File: config.mk
export PLATFORM = sky130hd
export DESIGN_NAME = c2p_div_cell
export DESIGN_NICKNAME = d
export VERILOG_FILES = /design/src/design/c2p_div_cell.sv
export SDC_FILE = /design/constraint.sdc
export NUM_CORES = 1
export LEC_CHECK = 0
export BUFFER_PORTS_ARGS = -buffer_cell sky130_fd_sc_hd__buf_4
export CAP_MARGIN = 25
export CORE_UTILIZATION = 54
export CTS_CLUSTER_DIAMETER = 50
export DETAILED_ROUTE_END_ITERATION = 8
export PLACE_DENSITY = 0.92
export SYNTH_ARGS = -nofsm -noshare
export SYNTH_HDL_FRONTEND = slang
export SYNTH_SLANG_ARGS = --single-unit
File: constraint.sdc
create_clock -name clk -period 5.6 [get_ports clk]
set_input_delay 1.12 -clock clk [delete_from_list [all_inputs] [get_ports clk]]
set_output_delay 1.12 -clock clk [all_outputs]
set_load 0.005 [all_outputs]
File: src/design/c2p_div_cell.sv
module c2p_div_cell #(
  parameter int BIT = 31
) (
  input  logic        clk,
  input  logic        en,
  input  logic [31:0] rem_in,
  input  logic [31:0] q_in,
  input  logic [31:0] divisor,
  input  logic        dbit,
  output logic [31:0] rem_out,
  output logic [31:0] q_out
);

  logic [32:0] shifted;
  logic [32:0] diff;

  assign shifted = {rem_in, dbit};
  assign diff    = shifted - {1'b0, divisor};

  // one restoring division step
  always_ff @(posedge clk) begin
    if (en) begin
      if (shifted >= {1'b0, divisor}) begin
        rem_out <= diff[31:0];
        q_out   <= q_in | (32'd1 << BIT);
      end else begin
        rem_out <= shifted[31:0];
        q_out   <= q_in;
      end
    end
  end

endmodule

==> impl_metrics.py <==
metrics = {
    "pwr": {
        "p_int_w": 0.00111,
        "powerDensity_nw_per_um2": 264,
        "pwr-share-comb": 0.310,
        "p_switching_w": 0.000433,
        "seq_power_share": 0.401,
        "power_frac_clock": 0.290,
        "leakage_nw": 2.75,
        "switching_share": 0.280,
        "peakVddDrop_uv": 140,
    },
    "worst_setup_path": {
        "crit_family": "compound AO/OA/AOI/OAI gates",
        "cp.required_ns": 5.70,
        "cp.arrival_ns": 4.01,
        "path_class": "primary input to flop",
        "endpoint_kind": "flop",
        "cp_common_cell": "buf_4",
        "crit_buf_inv": 3,
        "max_stage_delay_ns": 0.35,
        "cp_max_fo": 16,
        "cpMaxStageDelayCell": "buf_4",
        "critPathLaunchType": "primary input",
        "crit_chain": "buf_4 -> inv_1 -> ha_1 -> nor2b_1 -> o2111a_1 -> o311ai_1 -> a21o_1 -> a211oi_4 -> a41oi_2 -> o31ai_4 -> buf_4 -> mux2_1",
    },
    "synthesis": {
        "ys.flop_type": "edfxtp_1",
        "synth_mux_area_frac": 0.0983,
        "syn-cell-area_sq_um": 4370,
        "synth_edf_count": 64,
        "synth_xor_area_frac": 0.0582,
        "ys_types": 53,
        "synth_cells": 393,
        "synth_area_leaders": "edfxtp_1 (44%), ha_1 (9.2%), mux2_4 (7.6%), a21oi_1 (3.7%), inv_1 (3.3%)",
        "synth_fp_nets": 525,
        "synth_top_family_by_area": "compound AO/OA/AOI/OAI gates",
        "synth_top_area_share": 0.440,
        "synth_top_cell_by_area": "edfxtp_1",
        "syn_avg_cell_area_sq_um": 11.1,
        "ys_seq_area_frac": 0.440,
        "synth-adder-area-share": 0.0963,
        "synth-compound-area-share": 0.165,
        "yosys.area_share.simple": 0.0891,
        "ys_warn_count": 0,
        "synth_seq_cells": 64,
        "async_flop_share": 0,
    },
    "grt": {
        "grt_antenna_before_repair": 0,
        "grt_pass1_wl_um": 17900,
        "track_usage": 0.271,
        "overflow": 0,
        "grt_max_degree": 65,
        "grt_pass1_vias": 3719,
    },
    "drt": {
        "firstDrtPassIters": 5,
        "drtIter0Drc": 150,
        "wire_per_inst_um": 17.3,
        "vias": 3735,
        "drc": 0,
        "wirelength_um": 11400,
        "vias_per_cell": 5.67,
        "ant_nets": 0,
    },
    "floorplan": {
        "dieWidth_um": 91.9,
        "fp.coreArea_sq_um": 7770,
        "rows": 32,
        "die_area_sq_um": 8450,
        "io_pins": 163,
        "start_util": 0.562,
        "die_h_um": 91.9,
    },
    "timing": {
        "finalHoldViolations": 0,
        "whs_ns": 0.951,
        "final_max_slew_viol_count": 0,
        "final.setup.worst_slack_ns": 1.69,
        "post-route-period-util": 0.698,
        "relSlewSlack": 0.451,
        "tightest_slew_ns": 0.823,
        "min_period_ns": 3.91,
        "setup_viol": 0,
        "rsz0062_at_grt": "no",
        "tns_ns": 0,
        "fmax_mhz": 256,
    },
    "place": {
        "pre_cts_slack_ns": 1.43,
        "dp_hpwl_um": 8590,
        "io_buffers": 162,
        "gp_congestion": 0.970,
    },
    "cts": {
        "numCtsBuffers": 9,
        "post_cts_resize_count": 0,
        "cts_max_path_buffers": 2,
        "cts_setup_buffers": 0,
        "cts-htree-levels": 3,
        "cts_num_sinks": 64,
        "cts-hold-fix-buffers": 0,
        "cts_tree": "built",
        "cts-root-buf": "clkbuf_8",
        "path_clk_slew_ns": 0.07,
    },
    "layout": {
        "nFillCells": 496,
        "area_growth_pct": 34.2,
        "nNetsFinal": 684,
        "drive_gt1_frac": 0.379,
        "n_antenna_cell": 0,
        "ff_latch_area_sq_um": 1920,
        "multi_input_area_sq_um": 2210,
    },
    "run_status": {
        "status": "finished, final reports clean",
    },
    "job": {
        "cap_violations": 0,
    },
    "worst_hold_path": {
        "hold_class": "primary input to flop",
    },
}
[sequential cells by signal, summed over array words and instances, names as in the netlist]
register  flops
q_out        32
rem_out      32
[per-stage QoR]
stage / instance area, sq um / total power [W] / util / std cells
after detailed placement: 5640 / 0.00110 / 0.726 / 643
after global routing: 5860 / 0.00161 / 0.754 / 659
after global placement: 5640 / 0.00109 / 0.726 / 643
after CTS: 5860 / 0.00155 / 0.754 / 659
after floorplan: 4370 / 0.000897 / - / 393
final: 5860 / 0.00154 / 0.754 / 659
[cell usage in the layout (no fill, tap or decap), types with 5 or more instances in the layout]
cell,count
a21o_1,14
a21oi_1,32
and2_1,5
and3_1,6
buf_4,164
clkbuf_8,9
edfxtp_1,64
ha_1,32
inv_1,38
mux2_4,22
nand2_1,25
nand4_1,7
nor2_1,14
o21ai_0,13
o21bai_1,6
xnor2_1,16
xor2_1,13
[synthesized netlist by cell type (all sizes together) (2+ instances only)]
cell and count:
a31oi 2, a41oi 2, a21oi 32, nand3 4
a211oi 5, ha 32, o21ai 13, xnor2 16
a2111oi 2, mux2 29, o21a 4, nor4 4
nand4 7, edfxtp 64, o21bai 6, nand2 25
and3 6, mux2i 2, and2 5, or2 2
xor2 13, a21o 14, a211o 3, a21boi 2
clkbuf 8, buf 8, o31ai 2, inv 38
o211ai 4, nand2b 3, nor3 4, nor2b 4
nor2 14, o22ai 2
[power groups by stage]
stage	clock network [W]	logic, W	registers (W)
floorplan	0	0.000263	0.000634
global placement	0	0.000460	0.000629
detailed placement	0	0.000472	0.000630
CTS	0.000450	0.000477	0.000620
global route	0.000468	0.000517	0.000624
finish	0.000448	0.000478	0.000619
[routing by layer]
| metal | up-vias | GRT usage | part of all wire |
|---|---|---|---|
| met1 | 1752 | 0.320 | 0.41 |
| met5 | - | 0 | 0 |
| met4 | 0 | 0.0911 | 0.020 |
| met2 | 189 | 0.490 | 0.51 |
| met3 | 26 | 0.0539 | 0.063 |
| li1 | 1768 | - | - |
[logic make-up (layout without fill, tap and decap cells)]
family,after synthesis,count (layout)
compound gates,103,103
xor+xnor,29,29
fa+ha+maj,33,33
buf+inv,54,218
flops,64,64
mux,31,31
simple gates,79,79
[area by class of cell]
type,count,share of cell area
multi-input combinational,275,0.378
sequential,64,0.328
inverter,38,0.0244
tap,102,0.0218
timing repair buffer,164,0.210
clock inverter,7,0.0164
clock buffer,9,0.0211
[path summary, 6_finish.rpt]
check,startpoint,endpoint,depth (start not counted)
worst max-delay path,divisor[1],rem_out[11],12
worst min-delay path,q_in[26],q_out[26],1
(Power assumes the default switching activity.)
