$ cat src/design/c2p_sqrt_cell.sv
module c2p_sqrt_cell #(
  parameter int BIT = 31
) (
  input  logic        clk,
  input  logic        en,
  input  logic [63:0] rem_in,
  input  logic [31:0] root_in,
  output logic [63:0] rem_out,
  output logic [31:0] root_out
);

  logic [64:0] trial;

  // (r + 2^k)^2 - r^2 = r*2^(k+1) + 2^(2k)
  assign trial = ({33'd0, root_in} << (BIT + 1)) + (65'd1 << (2 * BIT));

  // decide one root bit
  always_ff @(posedge clk) begin
    if (en) begin
      if ({1'b0, rem_in} >= trial) begin
        rem_out  <= rem_in - trial[63:0];
        root_out <= root_in | (32'd1 << BIT);
      end else begin
        rem_out  <= rem_in;
        root_out <= root_in;
      end
    end
  end

endmodule

$ cat config.mk
export PLATFORM = sky130hd
export DESIGN_NAME = c2p_sqrt_cell
export DESIGN_NICKNAME = d
export VERILOG_FILES = /design/src/design/c2p_sqrt_cell.sv
export SDC_FILE = /design/constraint.sdc
export NUM_CORES = 1
export LEC_CHECK = 0
export ABC_AREA = 1
export BUFFER_PORTS_ARGS = -buffer_cell sky130_fd_sc_hd__buf_2
export CORE_AREA = 3 3 149 151
export DETAILED_ROUTE_END_ITERATION = 10
export DIE_AREA = 0 0 152 154
export PLACE_DENSITY = 0.48
export SLEW_MARGIN = 10
export SYNTH_ARGS = -nofsm -noshare
export SYNTH_HDL_FRONTEND = slang
export SYNTH_SLANG_ARGS = --single-unit
$ cat constraint.sdc
create_clock -name clk -period 3.6 [get_ports clk]
set_clock_uncertainty 0.05 [all_clocks]
set_input_delay 0.36 -clock clk [delete_from_list [all_inputs] [get_ports clk]]
set_output_delay 0.36 -clock clk [all_outputs]
set_load 0.01 [all_outputs]
==> summary.txt <==
Start point of the worst hold path - root_in[21]
Met1 capacity usage during global routing - 22.60%
Clock tree from TritonCTS - built
Run status - finished, final reports clean
Max-Cap Viols - 0
Share of total power in the clock network - 29.9%
Lkg Pwr - 4.161 nW
Wire length of the first global-routing pass - 29440 um
Instance area after placement - 7557 sq um
Internal Pwr Total - 2.153 mW
Area of all placed cells without fillers - 7843 sq um
Die Wd - 152 um
Average routed wire per standard cell - 14.46 um
Synthesized net count - 933
Ys flop type - sky130_fd_sc_hd__edfxtp_1
Net switching power - 1.030 mW
Worst vdd rail ir drop - 0.2007 mV
Global-route track usage on met3 - 3.490%
Clock root buffer - sky130_fd_sc_hd__clkbuf_16
Class of the tightest hold or removal check - primary input to flip-flop
Total global routing overflow - 0
Final number of hold-violating endpoints - 0
Most common library cell in the layout ignoring fill and taps - sky130_fd_sc_hd__nand2_1
First-pass DRT Iterations - 4
GRT Util Overall - 15.87%
Capture endpoint of the worst hold path - root_out[21]$_DFFE_PP_
Clock buffer depth - 2
Cell Pwr Density - 405.9 nW/um^2
Proportion of layout cells with a drive suffix above 1 - 24.45%
Met2 usage in global routing - 24.15%
Share of the yosys chip area belonging to registers - 45.92%
Required time of the critical path - 3.65 ns
Crit-path max FO - 21
Most crowded layer after global routing - met2
Number of vias per cell - 4.232
Full die area - 23410 sq um
Number of buffers inserted during clock tree synthesis - 9
Number of port buffers - 193
Vias in the first global route - 5426
Worst slew slack as a fraction of its limit - 52.28%
Switching Share - 32.36%
Final Max Tran Viols - 0
Type of the worst setup path - primary input to flip-flop
Iteration-0 DRC count of the detailed router - 312
Post-synthesis cell type count - 28
CP arrival - 2.42 ns
Post-Syn Area per Cell - 7.837 sq um
Clock Sink Count - 96
Max Fclk - 422.7 MHz
Vert. Die Dim - 154 um
Comb power frac - 26.3%
Startpoint type of the worst setup path - primary input
H-tree levels - 3
Total negative slack for setup checks - 0 ns
Vias after detailed routing - 5421
Minimum clock period after layout - 2.366 ns
FFs w/ async S/R, synth - 0%
Core area - 20960 sq um
Unrepaired setup endpoints after global routing - no
Initial Util - 29.96%
Post-route core utilization - 37.43%
Final worst path period share - 65.72%
Post-CTS clock slew at the launch and capture registers of the worst setup and hold paths - 0.08 ns
Number of synthesized flops with an enable pin - 96
Initial antenna violation count - 0
Boundary Pins - 194
Setup repair bufs after CTS - 0
Post-route antenna net violation count - 0
Placer congestion estimate - 0.8939
Post-CTS sizing - 0
Layout Nets - 1133
Routed wire length - 18520 um
Warnings from Yosys - 0
Main area contributors after synthesis - sky130_fd_sc_hd__edfxtp_1, sky130_fd_sc_hd__nand2_1, sky130_fd_sc_hd__inv_1
Summed instance area of the synthesized netlist - 6277 sq um
Number of cell rows - 53
Number of failing setup endpoints in the final timing report - 0
Depth of the worst hold-timing path - 1
Part of the power in registers - 43.8%
Register bit total from synthesis - 96
Hold-fix buffers at CTS - 0
Pin count of the biggest net entering global routing - 53
Measured slew at the worst slew-check pin - 0.7157 ns
Commonest non-fill, non-tap cells in the layout - sky130_fd_sc_hd__nand2_1, sky130_fd_sc_hd__buf_2, sky130_fd_sc_hd__inv_1
Post-route DRC - 0
Half-perimeter wire length after detailed placement - 15270 um
P&R area growth vs syn - 24.94%
Synthesized netlist cell count - 801
Library cell occupying the most area in the post-synthesis netlist - sky130_fd_sc_hd__edfxtp_1
Setup crit end kind - flip-flop
Share of the synthesized area in the top cell type - 45.92%
Antenna cell count - 0
worst max-delay path, cell delays in order:
cell	delay [ns]
sky130_fd_sc_hd__buf_2	0.12
sky130_fd_sc_hd__ha_1	0.27
sky130_fd_sc_hd__inv_1	0.04
sky130_fd_sc_hd__ha_1	0.31
sky130_fd_sc_hd__nand2_1	0.15
sky130_fd_sc_hd__o21ai_0	0.11
sky130_fd_sc_hd__a21oi_1	0.12
sky130_fd_sc_hd__nand2_1	0.10
sky130_fd_sc_hd__nor2_4	0.39
sky130_fd_sc_hd__nand2_8	0.06
sky130_fd_sc_hd__buf_4	0.23
sky130_fd_sc_hd__nand2_1	0.07
sky130_fd_sc_hd__o21ai_0	0.07
layout make-up:
type	instances	area, sq um
Fill cell	2312	13110
Sequential cell	96	2883
Multi-Input combinational cell	527	2686
Timing Repair Buffer	199	1013
Inverter	168	630.6
Tap cell	275	344.1
Clock buffer	9	225.2
Clock inverter	7	60.06
logic make-up (layout without fill, tap and decap cells):
group,count (synthesis),after routing,share of synthesized area (%)
AOI/OAI and AO/OA,23,23,1.834
xor gates and xnor gates,14,14,1.953
adders and majority gates,34,34,6.897
buffers and inverters,178,383,11.28
DFF,96,96,45.92
and+or+nand+nor,456,456,32.11
stage by stage:
step / worst slack (ns) / cells / hold WS [ns] / power (mW)
final: 1.234 / 1281 / 0.1400 / 3.183
after detailed placement: 0.8363 / 1265 / 0.5024 / 2.269
after global placement: 0.8616 / 1265 / 0.5015 / 2.269
after global routing: 1.029 / 1281 / 0.1200 / 3.398
after floorplan: 1.389 / 801 / 0.4089 / 1.939
after CTS: 1.224 / 1281 / 0.1183 / 3.246
metal layers:
metal / wire (um) / vias up / share of wire (%)
met5: 0 / - / 0
met4: 323 / 0 / 1.7
met3: 810 / 16 / 4.4
met2: 8060 / 124 / 44
met1: 9325 / 2388 / 50
li1: - / 2893 / -
cells in the mapped netlist (7+ instances only):
library cell / n
sky130_fd_sc_hd__nand2_1: 295
sky130_fd_sc_hd__a21oi_1: 20
sky130_fd_sc_hd__nand3_2: 15
sky130_fd_sc_hd__ha_1: 33
sky130_fd_sc_hd__inv_1: 167
sky130_fd_sc_hd__nor3_1: 7
sky130_fd_sc_hd__nor2_1: 48
sky130_fd_sc_hd__nand3b_1: 10
sky130_fd_sc_hd__xor2_1: 13
sky130_fd_sc_hd__edfxtp_1: 96
sky130_fd_sc_hd__buf_2: 7
sky130_fd_sc_hd__nand3_1: 55
sequential cells by signal, summed over array words and instances, names as in the netlist:
signal,count
rem_out,64
root_out,32
power by group through the flow:
stage | combinational, mW | clock (mW) | sequential, mW
after CTS | 0.850 | 0.998 | 1.40
after floorplan | 0.451 | 0 | 1.49
final | 0.838 | 0.951 | 1.39
after global routing | 0.953 | 1.03 | 1.41
after global placement | 0.848 | 0 | 1.42
after detailed placement | 0.848 | 0 | 1.42
worst max-delay path by stage:
| stage | slack [ns] | end | startpoint |
|---|---|---|---|
| finish | 1.23 | rem_out[33]$_DFFE_PP_ | root_in[30] |
| global route | 1.03 | rem_out[39]$_DFFE_PP_ | root_in[30] |
| CTS | 1.22 | rem_out[33]$_DFFE_PP_ | root_in[30] |
| detailed placement | 0.84 | rem_out[33]$_DFFE_PP_ | root_in[30] |
| global placement | 0.86 | rem_out[32]$_DFFE_PP_ | root_in[29] |
| floorplan | 1.39 | root_out[31]$_SDFFCE_PP1P_ | root_in[30] |
Power figures use the tool's default switching activity.
