[src/design/c2p_pkg.sv]
package c2p_pkg;

  // CORDIC datapath width: holds +/-2^31 after pre-rotation plus the CORDIC gain
  localparam int CW = 36;
  localparam int SQRT_BITS = 32;
  localparam int DIV_BITS = 32;

  // pi in Q2.30
  localparam logic signed [CW-1:0] ANG_PI = 36'sd3373259426;
  // range rate saturation magnitude
  localparam logic [31:0] RATE_LIMIT = 32'd3037000499;

  // atan(2^-i) in Q2.30 for the first ten steps
  localparam logic [31:0] ATAN_HEAD [10] = '{
    32'h3243F6A8, 32'h1DAC6705, 32'h0FADBAFC, 32'h07F56EA6, 32'h03FEAB76,
    32'h01FFD55B, 32'h00FFFAAA, 32'h007FFF55, 32'h003FFFEA, 32'h001FFFFD
  };

  typedef logic signed [CW-1:0] cval_t;

  // one CORDIC vector: x, y and the angle accumulator
  typedef struct packed {
    cval_t x;
    cval_t y;
    cval_t z;
  } cvec_t;

  // side data that travels along the range rate path
  typedef struct packed {
    logic [63:0] dm;
    logic        neg;
    logic        still;
    logic [31:0] rng;
    logic [31:0] spd;
    logic        zero;
    logic        ovf;
  } carry_t;

  // step angle of CORDIC iteration i
  function automatic logic [31:0] atan_q30(input int i);
    logic [31:0] res;
    if (i < 10) begin
      res = ATAN_HEAD[i[3:0]];
    end else if (i <= 30) begin
      res = 32'd1 << (30 - i);
    end else begin
      res = '0;
    end
    return res;
  endfunction

  // magnitude of a signed 32-bit value
  function automatic logic [31:0] mag32(input logic signed [31:0] v);
    logic [31:0] res;
    res = v[31] ? (~v + 32'd1) : v;
    return res;
  endfunction

  // fold the left half plane onto the right one, seeding the angle with +/-pi
  function automatic cvec_t cordic_init(input logic signed [31:0] xi,
                                        input logic signed [31:0] yi);
    cvec_t c;
    c.x = cval_t'(xi);
    c.y = cval_t'(yi);
    c.z = '0;
    if (xi[31]) begin
      c.z = yi[31] ? -ANG_PI : ANG_PI;
      c.x = -c.x;
      c.y = -c.y;
    end
    return c;
  endfunction

endpackage

[src/design/c2p_cordic_cell.sv]
module c2p_cordic_cell #(
  parameter int IDX = 0
) (
  input  logic           clk,
  input  logic           en,
  input  c2p_pkg::cvec_t vin,
  output c2p_pkg::cvec_t vout
);
  import c2p_pkg::*;

  localparam cval_t STEP = cval_t'(atan_q30(IDX));

  cval_t dx, dy;

  assign dx = vin.y >>> IDX;
  assign dy = vin.x >>> IDX;

  // one vectoring micro-rotation; a zero y means the angle is final
  always_ff @(posedge clk) begin
    if (en) begin
      if (vin.y == '0) begin
        vout <= vin;
      end else if (!vin.y[CW-1]) begin
        vout.x <= vin.x + dx;
        vout.y <= vin.y - dy;
        vout.z <= vin.z + STEP;
      end else begin
        vout.x <= vin.x - dx;
        vout.y <= vin.y + dy;
        vout.z <= vin.z - STEP;
      end
    end
  end

endmodule

[config.mk]
export PLATFORM = sky130hd
export DESIGN_NAME = c2p_cordic_cell
export DESIGN_NICKNAME = d
export VERILOG_FILES = /design/src/design/c2p_pkg.sv /design/src/design/c2p_cordic_cell.sv
export SDC_FILE = /design/constraint.sdc
export NUM_CORES = 1
export LEC_CHECK = 0
export ABC_AREA = 1
export BUFFER_PORTS_ARGS = -buffer_cell sky130_fd_sc_hd__clkbuf_2
export CAP_MARGIN = 40
export CORE_UTILIZATION = 64
export CTS_BUF_LIST = sky130_fd_sc_hd__clkbuf_16
export DETAILED_ROUTE_END_ITERATION = 7
export PLACE_DENSITY = 0.88
export RECOVER_POWER = 50
export SLEW_MARGIN = 30
export SYNTH_ARGS = -nofsm -noshare
export SYNTH_HDL_FRONTEND = slang
export SYNTH_SLANG_ARGS = --single-unit
[constraint.sdc]
create_clock -name clk -period 3.75 [get_ports clk]
set_input_delay 0.375 -clock clk [delete_from_list [all_inputs] [get_ports clk]]
set_output_delay 0.375 -clock clk [all_outputs]
set_load 0.02 [all_outputs]
==> results_dict.tcl <==
set metrics [dict create \
    relSlewSlack_pct -39.3 \
    routed_wl_met3_mm 5.79 \
    startpoint_of_the_worst_hold_path "vin[2]" \
    worstSetupPathType "input port to flip-flop" \
    top_signal_layer_used "met5" \
    route.layer.met1.wl_mm 18.9 \
    fin_worst_hold_slack_ns 0.167 \
    area_of_the_die_mm2 0.0229 \
    finalWirelength_mm 49.5 \
    routed-wl-met2_mm 22.2 \
    path_cells "clkbuf_1 > clkbuf_1" \
    p_leak_uw 0.00804 \
    setup_viol 0 \
    layout_worst_path_cycle_share_pct 75.4 \
    critical_path_buf_inv_count 2 \
    timing.critical_path.required_ns 3.73 \
    fin_nets 2689 \
    fmaxAchievable_ghz 0.354 \
    final_hold_viol_count 0 \
    final_common_cell "nand2_1" \
    post_synth_inst_count 2262 \
    final_max_slew_viol_count 36 \
    postSynthRegisterBits 108 \
    setup_total_negative_slack_ns 0 \
    detailed_place_hpwl_mm 39.9 \
    htree_levels 3 \
    largest_reg_by_ff_count "vout" \
    drc 0 \
    fp.dieW_um 151 \
    hold-path-endpoint "vout[2]" \
    fin_total_pwr_uw 5060 \
    placeableCoreArea_mm2 0.0218 \
    max-vdd-ir-drop_uv 222 \
    worst_slack_ns 0.923 \
    grt_start_max_net_pins 75 \
    worst_setup_path_end_kind "flip-flop" \
    cts_tree "yes" \
    grt_setup_unrepaired "no" \
    floorplan.die.height_um 151 \
    post_route_cells_drive_above_1_share_pct 10.9 \
    most_frequent_cells_in_the_layout "nand2_1, inv_1, nand3_1, nor2_1, a21oi_1" \
    gr-usage-all-layers_pct 43.5 \
    crit_path_dat_ns 2.81 \
    min_delay_path_depth 1 \
    ctsResizeCount 0 \
    cpMaxStageDelayCell "clkbuf_1" \
    clkTransAtPathRegs_ns 0.10 \
    num_rows 54 \
    post-cts-setup-buffer-count 0 \
    critical_path.top_delay_family "buffers and inverters" \
    p_r_area_growth_vs_syn_pct 9.69 \
    grt_pass1_wl_mm 76.1 \
    cts_buffer_depth 2 \
    final_core_util_pct 71.7 \
    drt_first_iter_violations 1776 \
    top_level_ports 218 \
    yosys_warnings 0 \
    slowest_cell_delay_on_critical_path_ns 1.55 \
    globalRoute.totalOverflow 0 \
    crit_path_launch_type "input port" \
    portBuffers 217 \
    layout.filler_cells 1955 \
    clock_sinks 108 \
    syn_avg_cell_area_um2 6.31 \
    cts.root.buffer_cell "clkbuf_16" \
    grt_pass1_vias 15100 \
    power_per_cell_area_mw_per_mm2 324 \
    initial_utilization_pct 65.4 \
    detail_route.vias_per_cell 5.94 \
    via_count 16200 \
    violations "capacitance limit, slew limit" \
    run_status "finished with violations" \
    drtPass1Iterations 6 \
    dp_slack_ns 0.838 \
    grt_antenna_before_repair 2 \
    largest_register_ff_count 108 \
    holdBufCountCts 0 \
    postRouteAntennaNets 0 \
    tightest_slew_ns 2.09 \
    worst_min_delay_path_category "input port to flip-flop" \
    globalplace.congestion 1.11 \
    synth_cell_types 49 \
    period_minus_slack_ns 2.83 \
    synth_nets 2516 \
    cts-buffers-inserted 9 \
    maxCapViolations 1 \
    sequential_element_share_of_the_synthesized_area_pct 22.7 \
    post_drt_wl_per_cell_um 18.2 \
    critical-path-top-cell-by-count "clkbuf_1" \
    post_synth_instance_area_mm2 0.0143 \
    top_regs "vout x108" \
    crit_path_max_fanout 35 \
]
## power breakdown
group	switching [µW]	internal, µW	leakage (µW)	total (µW)
logic	1630	716	0.00683	2340
clock network	607	493	0.000156	1100
registers	59.4	1560	0.00106	1620
total	2290	2770	0.00804	5060
## per-layer routing
layer / vias to the layer above / track usage [%]
met5: - / 0
met4: 2 / 22.9
met3: 190 / 9.07
met2: 1052 / 71.1
met1: 7232 / 53.7
li1: 7690 / -
## cell usage after synthesis, drive strengths merged
cell,instances,share of area (%)
xor2,32,2.0
ha,140,12
a211oi,1,0.053
nor4,5,0.26
nor3,24,1.1
o22ai,3,0.13
nand3b,6,0.34
nand3,213,7.6
a21oi,191,6.8
fa,4,0.56
clkbuf,11,0.29
a21o,7,0.37
nand2,700,19
o221ai,1,0.061
buf,55,2.6
a31oi,4,0.18
edfxtp,108,23
nor2,207,5.8
and2,4,0.18
o21a,7,0.37
a21boi,2,0.11
nand4,23,1.0
or2,13,0.57
inv,329,8.7
o21bai,22,1.2
o21ai,126,4.6
xnor2,13,0.80
o211ai,11,0.61
## cells by family after synthesis
| kind of cell | synth area share (%) |
|---|---|
| AND/OR/NAND/NOR | 35.6 |
| buffers and inverters | 11.6 |
| AO/OA/AOI/OAI | 14.4 |
| adder cells (fa/ha/maj) | 12.8 |
| flip-flops | 22.7 |
| XOR/XNOR | 2.82 |
## final cells by class
type | instances | area [µm²] | share of cell area, %
antenna | 1 | 2.50 | 0.0160
clock buffer | 9 | 225 | 1.44
clock inverter | 7 | 96.3 | 0.616
inverter | 329 | 1230 | 7.89
multi-input combinational | 1759 | 9370 | 59.9
sequential | 108 | 3240 | 20.7
tap | 280 | 350 | 2.24
timing repair buffer | 228 | 1120 | 7.17
## how the worst max path moves through the flow
| stage | depth (start not counted) | slack (ns) | endpoint | from |
|---|---|---|---|---|
| after CTS | 16 | 1.22 | vout[68] | vin[36] |
| after floorplan | 13 | 1.20 | vout[24] | vin[71] |
| after global routing | 2 | 0.73 | vout[2] | en |
| final | 2 | 0.92 | vout[40] | en |
| after global placement | 16 | 0.87 | vout[68] | vin[36] |
| after detailed placement | 16 | 0.84 | vout[68] | vin[36] |
## through the flow
stage	area, µm²	instances
after floorplan	14300	2262
after global placement	15400	2703
after detailed placement	15400	2704
after CTS	15700	2720
after global routing	15600	2720
final	15600	2721
Power figures use the tool's default switching activity.
